--- src/rtl/ecs_pkg.sv ---
package ecs_pkg;

  localparam int unsigned STATE_BYTES = 16;
  localparam int unsigned MIN_OBJ_LEN = 2;
  localparam int unsigned HALF_BITS = 64;

  localparam logic [7:0] TYPE_MASK_RST = 8'd63;
  localparam logic [7:0] MORE_MASK_RST = 8'd128;
  localparam logic [7:0] MPAN_CODE_RST = 8'd3;
  localparam logic [7:0] MGRP_CODE_RST = 8'd2;

  typedef enum logic [1:0] {
    CFG_TYPE_MASK = 2'd0,
    CFG_MORE_MASK = 2'd1,
    CFG_MPAN_CODE = 2'd2,
    CFG_MGRP_CODE = 2'd3
  } cfg_idx_e;

  typedef enum logic [1:0] {
    RK_SUMMARY = 2'd0,
    RK_HIGH    = 2'd1,
    RK_LOW     = 2'd2
  } result_kind_e;

  typedef struct packed {
    logic [7:0] type_mask;
    logic [7:0] more_mask;
    logic [7:0] mpan_code;
    logic [7:0] mgrp_code;
  } ecs_cfg_t;

  typedef struct packed {
    logic       mpan_hit;
    logic [7:0] mpan_group;
    logic       mgrp_hit;
    logic [7:0] mgrp_group;
  } ecs_find_t;

endpackage

--- src/rtl/ecs_scan.sv ---
module ecs_scan #(
  parameter int unsigned StateBytes = ecs_pkg::STATE_BYTES
) (
  input  logic                    clk_i,
  input  logic                    rst_ni,
  input  logic                    byte_en_i,
  input  logic                    end_en_i,
  input  logic [7:0]              data_byte_i,
  input  ecs_pkg::ecs_cfg_t       cfg_i,
  output ecs_pkg::ecs_find_t      find_o,
  output logic [StateBytes*8-1:0] state_o
);

  localparam int unsigned StateBits = StateBytes * 8;
  localparam logic [7:0] MinLen = 8'(ecs_pkg::MIN_OBJ_LEN);
  localparam logic [7:0] MpanLen = 8'(ecs_pkg::MIN_OBJ_LEN + 1 + StateBytes);
  localparam logic [7:0] MgrpLen = 8'(ecs_pkg::MIN_OBJ_LEN + 1);
  localparam logic [7:0] LastPos = 8'(StateBytes);

  typedef enum logic [1:0] {
    PH_LEN   = 2'd0,
    PH_FLAGS = 2'd1,
    PH_BODY  = 2'd2
  } phase_e;

  phase_e                 phase_q, phase_d;
  logic [7:0]             len_q, len_d;
  logic [7:0]             pos_q, pos_d;
  logic [7:0]             flags_q, flags_d;
  logic                   stopped_q, stopped_d;
  logic [7:0]             pending_q, pending_d;
  ecs_pkg::ecs_find_t     find_q, find_d;
  logic [StateBits-1:0]   state_q, state_d;
  logic                   mpan_cand;
  logic                   mgrp_cand;
  logic [7:0]             pos_inc;
  logic                   obj_done;

  assign mpan_cand = !find_q.mpan_hit && ((flags_q & cfg_i.type_mask) == cfg_i.mpan_code)
                     && (len_q == MpanLen);
  assign mgrp_cand = !find_q.mgrp_hit && ((flags_q & cfg_i.type_mask) == cfg_i.mgrp_code)
                     && (len_q == MgrpLen);
  assign pos_inc  = pos_q + 8'd1;
  assign obj_done = ({1'b0, pos_inc} + {1'b0, MinLen}) >= {1'b0, len_q};

  always_comb begin
    phase_d   = phase_q;
    len_d     = len_q;
    pos_d     = pos_q;
    flags_d   = flags_q;
    stopped_d = stopped_q;
    pending_d = pending_q;
    find_d    = find_q;
    state_d   = state_q;
    if (end_en_i) begin
      phase_d   = PH_LEN;
      len_d     = '0;
      pos_d     = '0;
      flags_d   = '0;
      stopped_d = 1'b0;
      pending_d = '0;
      find_d    = '0;
    end else if (byte_en_i && !stopped_q) begin
      unique case (phase_q)
        PH_LEN: begin
          if (data_byte_i < MinLen) begin
            stopped_d = 1'b1;
          end else begin
            len_d   = data_byte_i;
            pos_d   = '0;
            phase_d = PH_FLAGS;
          end
        end
        PH_FLAGS: begin
          flags_d = data_byte_i;
          phase_d = PH_BODY;
          if (len_q == MinLen) begin
            phase_d = PH_LEN;
            pos_d   = '0;
            if ((data_byte_i & cfg_i.more_mask) == 8'd0) begin
              stopped_d = 1'b1;
            end
          end
        end
        PH_BODY: begin
          if (mpan_cand) begin
            if (pos_q == 8'd0) begin
              pending_d = data_byte_i;
            end else if (pos_q <= LastPos) begin
              state_d = {state_q[StateBits-9:0], data_byte_i};
            end
          end
          pos_d = pos_inc;
          if (obj_done) begin
            if (mpan_cand) begin
              find_d.mpan_hit   = 1'b1;
              find_d.mpan_group = pending_q;
            end
            if (mgrp_cand) begin
              find_d.mgrp_hit   = 1'b1;
              find_d.mgrp_group = data_byte_i;
            end
            if ((flags_q & cfg_i.more_mask) == 8'd0) begin
              stopped_d = 1'b1;
            end
            phase_d = PH_LEN;
            pos_d   = '0;
          end
        end
        default: begin
          phase_d = PH_LEN;
        end
      endcase
    end
  end

  always_ff @(posedge clk_i or negedge rst_ni) begin
    if (!rst_ni) begin
      phase_q   <= PH_LEN;
      len_q     <= '0;
      pos_q     <= '0;
      flags_q   <= '0;
      stopped_q <= 1'b0;
      pending_q <= '0;
      find_q    <= '0;
    end else begin
      phase_q   <= phase_d;
      len_q     <= len_d;
      pos_q     <= pos_d;
      flags_q   <= flags_d;
      stopped_q <= stopped_d;
      pending_q <= pending_d;
      find_q    <= find_d;
    end
  end

  always_ff @(posedge clk_i) begin
    state_q <= state_d;
  end

  assign find_o  = find_q;
  assign state_o = state_q;

endmodule

--- src/rtl/extension_chain_scanner.sv ---
// Data beats are taken one per cycle and update the scan state at the accepting edge.
// An end beat shows its summary beat in the next cycle; two state beats follow when a
// nonce state object was found, one per cycle while the consumer is ready.
// A following end beat waits only while the previous result set is still draining.
// Reset clears the scan control state and result flags and loads the config defaults.
module extension_chain_scanner #(
  parameter int unsigned StateBytes = ecs_pkg::STATE_BYTES
) (
  input  logic        clk_i,
  input  logic        rst_ni,
  input  logic        cfg_we_i,
  input  logic [1:0]  cfg_idx_i,
  input  logic [7:0]  cfg_wdata_i,
  input  logic        in_valid_i,
  output logic        in_ready_o,
  input  logic        in_op_i,
  input  logic [7:0]  in_data_byte_i,
  output logic        out_valid_o,
  input  logic        out_ready_i,
  output logic [1:0]  out_result_kind_o,
  output logic        out_mpan_found_o,
  output logic [7:0]  out_mpan_group_o,
  output logic        out_mgrp_found_o,
  output logic [7:0]  out_mgrp_group_o,
  output logic [63:0] out_state_half_o,
  output logic        out_last_result_o
);

  localparam int unsigned StateBits = StateBytes * 8;
  localparam int unsigned HalfBits = ecs_pkg::HALF_BITS;

  ecs_pkg::ecs_cfg_t        cfg_q;
  ecs_pkg::ecs_find_t       find;
  logic [StateBits-1:0]     state;
  logic                     byte_en;
  logic                     end_en;
  logic                     res_valid_q;
  ecs_pkg::result_kind_e    res_kind_q;
  ecs_pkg::ecs_find_t       res_find_q;
  logic [StateBits-1:0]     res_state_q;
  logic                     res_last;
  logic                     res_free;
  logic                     out_fire;

  always_ff @(posedge clk_i or negedge rst_ni) begin
    if (!rst_ni) begin
      cfg_q.type_mask <= ecs_pkg::TYPE_MASK_RST;
      cfg_q.more_mask <= ecs_pkg::MORE_MASK_RST;
      cfg_q.mpan_code <= ecs_pkg::MPAN_CODE_RST;
      cfg_q.mgrp_code <= ecs_pkg::MGRP_CODE_RST;
    end else if (cfg_we_i) begin
      unique case (ecs_pkg::cfg_idx_e'(cfg_idx_i))
        ecs_pkg::CFG_TYPE_MASK: cfg_q.type_mask <= cfg_wdata_i;
        ecs_pkg::CFG_MORE_MASK: cfg_q.more_mask <= cfg_wdata_i;
        ecs_pkg::CFG_MPAN_CODE: cfg_q.mpan_code <= cfg_wdata_i;
        ecs_pkg::CFG_MGRP_CODE: cfg_q.mgrp_code <= cfg_wdata_i;
        default: cfg_q <= cfg_q;
      endcase
    end
  end

  assign res_last = (res_kind_q == ecs_pkg::RK_LOW) ||
                    ((res_kind_q == ecs_pkg::RK_SUMMARY) && !res_find_q.mpan_hit);
  assign out_fire = res_valid_q && out_ready_i;
  assign res_free = !res_valid_q || (out_ready_i && res_last);
  assign in_ready_o = !in_op_i || res_free;
  assign byte_en = in_valid_i && in_ready_o && !in_op_i;
  assign end_en  = in_valid_i && in_ready_o && in_op_i;

  ecs_scan #(
    .StateBytes(StateBytes)
  ) u_scan (
    .clk_i      (clk_i),
    .rst_ni     (rst_ni),
    .byte_en_i  (byte_en),
    .end_en_i   (end_en),
    .data_byte_i(in_data_byte_i),
    .cfg_i      (cfg_q),
    .find_o     (find),
    .state_o    (state)
  );

  always_ff @(posedge clk_i or negedge rst_ni) begin
    if (!rst_ni) begin
      res_valid_q <= 1'b0;
      res_kind_q  <= ecs_pkg::RK_SUMMARY;
    end else if (end_en) begin
      res_valid_q <= 1'b1;
      res_kind_q  <= ecs_pkg::RK_SUMMARY;
    end else if (out_fire) begin
      if (res_last) begin
        res_valid_q <= 1'b0;
      end else if (res_kind_q == ecs_pkg::RK_SUMMARY) begin
        res_kind_q <= ecs_pkg::RK_HIGH;
      end else begin
        res_kind_q <= ecs_pkg::RK_LOW;
      end
    end
  end

  always_ff @(posedge clk_i) begin
    if (end_en) begin
      res_find_q  <= find;
      res_state_q <= state;
    end
  end

  always_comb begin
    out_mpan_found_o = 1'b0;
    out_mpan_group_o = '0;
    out_mgrp_found_o = 1'b0;
    out_mgrp_group_o = '0;
    out_state_half_o = '0;
    unique case (res_kind_q)
      ecs_pkg::RK_SUMMARY: begin
        out_mpan_found_o = res_find_q.mpan_hit;
        out_mpan_group_o = res_find_q.mpan_group;
        out_mgrp_found_o = res_find_q.mgrp_hit;
        out_mgrp_group_o = res_find_q.mgrp_group;
      end
      ecs_pkg::RK_HIGH: out_state_half_o = res_state_q[StateBits-1 -: HalfBits];
      ecs_pkg::RK_LOW:  out_state_half_o = res_state_q[StateBits-HalfBits-1 -: HalfBits];
      default: out_state_half_o = '0;
    endcase
  end

  assign out_valid_o       = res_valid_q;
  assign out_result_kind_o = res_kind_q;
  assign out_last_result_o = res_last;

  a_state_beat_needs_hit: assert property (@(posedge clk_i) disable iff (!rst_ni)
    res_valid_q && (res_kind_q != ecs_pkg::RK_SUMMARY) |-> res_find_q.mpan_hit)
    else $error("state beat without a nonce state hit");

  a_end_opens_summary: assert property (@(posedge clk_i) disable iff (!rst_ni)
    end_en |=> res_valid_q && (res_kind_q == ecs_pkg::RK_SUMMARY))
    else $error("end beat did not produce a summary beat");

  a_no_overwrite: assert property (@(posedge clk_i) disable iff (!rst_ni)
    end_en |-> !res_valid_q || (out_fire && res_last))
    else $error("end beat taken over an undelivered result");

  a_high_follows_summary: assert property (@(posedge clk_i) disable iff (!rst_ni)
    out_fire && !end_en && (res_kind_q == ecs_pkg::RK_SUMMARY) && res_find_q.mpan_hit
    |=> res_valid_q && (res_kind_q == ecs_pkg::RK_HIGH))
    else $error("high state beat missing after summary");

endmodule

--- config.mk ---
export PLATFORM = sky130hd
export DESIGN_NAME = extension_chain_scanner
export DESIGN_NICKNAME = d
export VERILOG_FILES = /design/src/rtl/ecs_pkg.sv /design/src/rtl/ecs_scan.sv /design/src/rtl/extension_chain_scanner.sv
export SDC_FILE = /design/constraint.sdc
export NUM_CORES = 1
export LEC_CHECK = 0
export BUFFER_PORTS_ARGS = -buffer_cell sky130_fd_sc_hd__buf_2
export CAP_MARGIN = 20
export CORE_MARGIN = 8
export CORE_UTILIZATION = 40
export DETAILED_ROUTE_END_ITERATION = 8
export GPL_TIMING_DRIVEN = 0
export PLACE_DENSITY = 0.62
export SLEW_MARGIN = 20
export SYNTH_ARGS = -nofsm -noshare
export SYNTH_HDL_FRONTEND = slang
export SYNTH_HIERARCHICAL = 1
export SYNTH_SLANG_ARGS = --single-unit
export TNS_END_PERCENT = 20
--- constraint.sdc ---
create_clock -name clk_i -period 18.8 [get_ports clk_i]
set_input_delay 0.94 -clock clk_i [delete_from_list [all_inputs] [get_ports clk_i]]
set_output_delay 0.94 -clock clk_i [all_outputs]
set_load 0.02 [all_outputs]
==> flow_summary.ini <==
[grt]
grt_pass1_wl_um = 45360
grtUsageTotal = 0.1396
globalRouteOverflowTotal = 0
grt_pass1_vias = 7857
grt_start_max_net_pins = 49
grt_antenna_before_repair = 0

[die]
area_of_the_die_mm2 = 0.04134
floorplan.core_area_mm2 = 0.03454
io_pins = 111
chipWidth_um = 203.3
floorplan.initialDensity = 0.4063
std_cell_rows = 68
fp.dieH_um = 203.3

[place]
post_place_cells = 1484
gp_congestion = 0.8234
detailed_place_hpwl_um = 21120
count_of_buffers_inserted_at_the_top_level_ports = 110
pre_cts_ws_ns = 14.18

[pwr]
power_w = 0.002448
powerDensity_mw_per_mm2 = 147.0
power.leakage_nw = 6.316
peakVddDrop_v = 0.00007464

[critical_path]
path_common_cell = sky130_fd_sc_hd__buf_2
crit_path_top_delay_cell = sky130_fd_sc_hd__nor2b_1
critPathRequiredTime_ns = 19.03
cpPeakStageDelay_ns = 0.33
endpoint_kind_of_the_worst_setup_timing_path = flip-flop
critical_path_class = in -> reg
max_fo_critical_path = 10
critical_path.cell_chain = buf_2 -> nor2b_1 -> nand2b_1 -> nor4_2 -> nand4_1 -> nor3_2 -> buf_6 -> nor4b_2 -> buf_2 -> buf_4 -> buf_4 -> buf_2 -> buf_4 -> buf_2 -> buf_2
cp-start-kind = input pin
timing.critical_path.arrival_ns = 4.28

[route]
avgViaCountPerCell = 4.994
wl_met3_um = 1757
drt.antenna.violating_nets = 0
wl_met2_um = 13990
top_layer = met4
drc_errors = 0
drt-met1-wl_um = 13010
wire_per_inst_um = 18.88
via_count = 7745
drtPass1Iterations = 5
initialDrtViolationCount = 363
finalWirelength_um = 29280

[clocking]
insertion_delay_ns = 0.54
clk_transition_reported_paths_ns = 0.06
post_cts_buffers = 0
cts-root-to-sink-buffers = 3
cts_num_sinks = 362
cts.repair.resized = 0
cts_tree = done
clockRootBuffer = sky130_fd_sc_hd__clkbuf_16
hold_buffers = 0
cts-buffers-inserted = 38
htree_num_levels = 2

[finish]
commonest_cells_after_routing_fill_and_taps_aside = sky130_fd_sc_hd__edfxtp_1, sky130_fd_sc_hd__buf_2, sky130_fd_sc_hd__dfrtp_1
postLayoutCoreUtil = 0.4822
post_route_cells_drive_above_1_share = 0.2491
final_net_count = 1107
flow.area_growth_from_synthesis_pct = 18.68
post_layout_nonfiller_instances = 1551
layout_commonest_cell = sky130_fd_sc_hd__edfxtp_1
antenna_cells_inserted = 0

[yosys]
synth_seq_cells = 362
synth_async_sr_flop_share = 0.2431
synth.yosys.warnings = 6
synth_flop_cell = sky130_fd_sc_hd__edfxtp_1
post_synth_inst_count = 888
syn_area_per_cell_um2 = 15.81
fraction_of_the_yosys_area_taken_by_sequential_cells = 0.7440
syn_nets = 926
post_synth_edffs = 274
post_synth_num_cell_types = 69
syn_area_mm2 = 0.01404

[timing]
max_freq_mhz = 247.1
grt_setup_unrepaired = false
worst_slack_ns = 14.75
finalWorstPathRequiredPeriod_ns = 4.047
fin_max_slew_vios = 0
timing.final.setup_violations = 0
final.period_utilization = 0.2153
final.setup_skew_ns = 0.02460
hold_violations = 0
worst_slew_pin_slew_ns = 0.7923
max_slew_margin = 0.4718

[outcome]
status = completed

[job]
maxCapViolCount = 0

[worst_hold_path]
holdCritPathClass = in -> async
[registers in the layout, indices dropped and copies added, names as in the netlist, 18 cells and up]
name and count:
res_state_q 128, u_scan/state_o 128, u_scan/find_o 18, res_find_q 18
cfg_q 32
[kinds of logic (layout without fill, tap and decap cells)]
logic type / Yosys count / in the layout / synth area share
simple gates: 223 / 223 / 0.09039
mux: 49 / 49 / 0.03789
compound gates: 138 / 138 / 0.07613
flops: 362 / 362 / 0.7440
fa+ha+maj: 14 / 14 / 0.01248
xor+xnor: 29 / 29 / 0.01810
buf+inv: 73 / 281 / 0.02104
[worst max-delay path, delay by kind of cell]
kind	cells	cell delay, ns
buffers and inverters	9	1.78
and+or+nand+nor	6	1.54
[path summary, 6_finish.rpt]
path / from / to / slack [ns] / cells past startpoint
min in group clk_i: u_scan/state_o[127] / res_state_q[127] / 0.42 / 0
max: in_op_i / u_scan/state_o[112] / 14.75 / 15
min: rst_ni / u_scan/find_o[4] / 0.32 / 1
min reg2reg: u_scan/state_o[127] / res_state_q[127] / 0.42 / 0
max reg2reg: u_scan/len_q[3] / u_scan/state_o[112] / 14.86 / 13
max in group asynchronous: rst_ni / cfg_q[25] / 17.85 / 2
[cells in the mapped netlist (8+ instances only)]
library cell,n,share of area
sky130_fd_sc_hd__edfxtp_1,274,0.59
sky130_fd_sc_hd__dfrtp_1,78,0.14
sky130_fd_sc_hd__nor2b_1,67,0.030
sky130_fd_sc_hd__a22oi_1,66,0.035
sky130_fd_sc_hd__nand2_1,62,0.017
sky130_fd_sc_hd__mux2_2,33,0.026
sky130_fd_sc_hd__inv_1,32,0.0086
sky130_fd_sc_hd__clkbuf_1,24,0.0064
sky130_fd_sc_hd__xor2_1,24,0.015
sky130_fd_sc_hd__o21ai_0,20,0.0071
sky130_fd_sc_hd__and2_1,18,0.0080
sky130_fd_sc_hd__nor2_1,18,0.0048
sky130_fd_sc_hd__mux2i_1,16,0.011
sky130_fd_sc_hd__ha_1,14,0.012
sky130_fd_sc_hd__nand3_1,11,0.0039
sky130_fd_sc_hd__buf_2,10,0.0036
sky130_fd_sc_hd__dfstp_2,10,0.019
sky130_fd_sc_hd__a22o_1,8,0.0050
[cell type report]
| class | instances | area (um2) |
|---|---|---|
| Fill cell | 3004 | 17890 |
| Sequential cell | 362 | 10440 |
| Multi-Input combinational cell | 453 | 3312 |
| Clock buffer | 49 | 1023 |
| Timing Repair Buffer | 141 | 854.6 |
| Tap cell | 455 | 569.3 |
| Buffer | 41 | 175.2 |
| Clock inverter | 18 | 160.2 |
| Inverter | 32 | 120.1 |
[report_power, final]
part	total [W]	switching, W	internal, W
clock network	0.000703	0.000300	0.000403
registers	0.000998	0.0000471	0.000951
logic	0.000747	0.000478	0.000269
[stage by stage]
| step | hold WS [ns] | cell area [um2] | TNS [ns] |
|---|---|---|---|
| after CTS | 0.3231 | 16660 | 0 |
| after floorplan | 0.4003 | 14040 | 0 |
| after detailed placement | 0.4084 | 15470 | 0 |
| final | 0.3245 | 16660 | 0 |
| after global routing | 0.3478 | 16660 | 0 |
| after global placement | 0.4012 | 15160 | -848.75 |
[metal layers]
| layer | global-route usage | vias to the layer above |
|---|---|---|
| li1 | - | 3700 |
| met1 | 0.1858 | 3819 |
| met2 | 0.2274 | 186 |
| met3 | 0.03221 | 40 |
| met4 | 0.03859 | 0 |
| met5 | 0 | - |
Power figures use the tool's default switching activity.
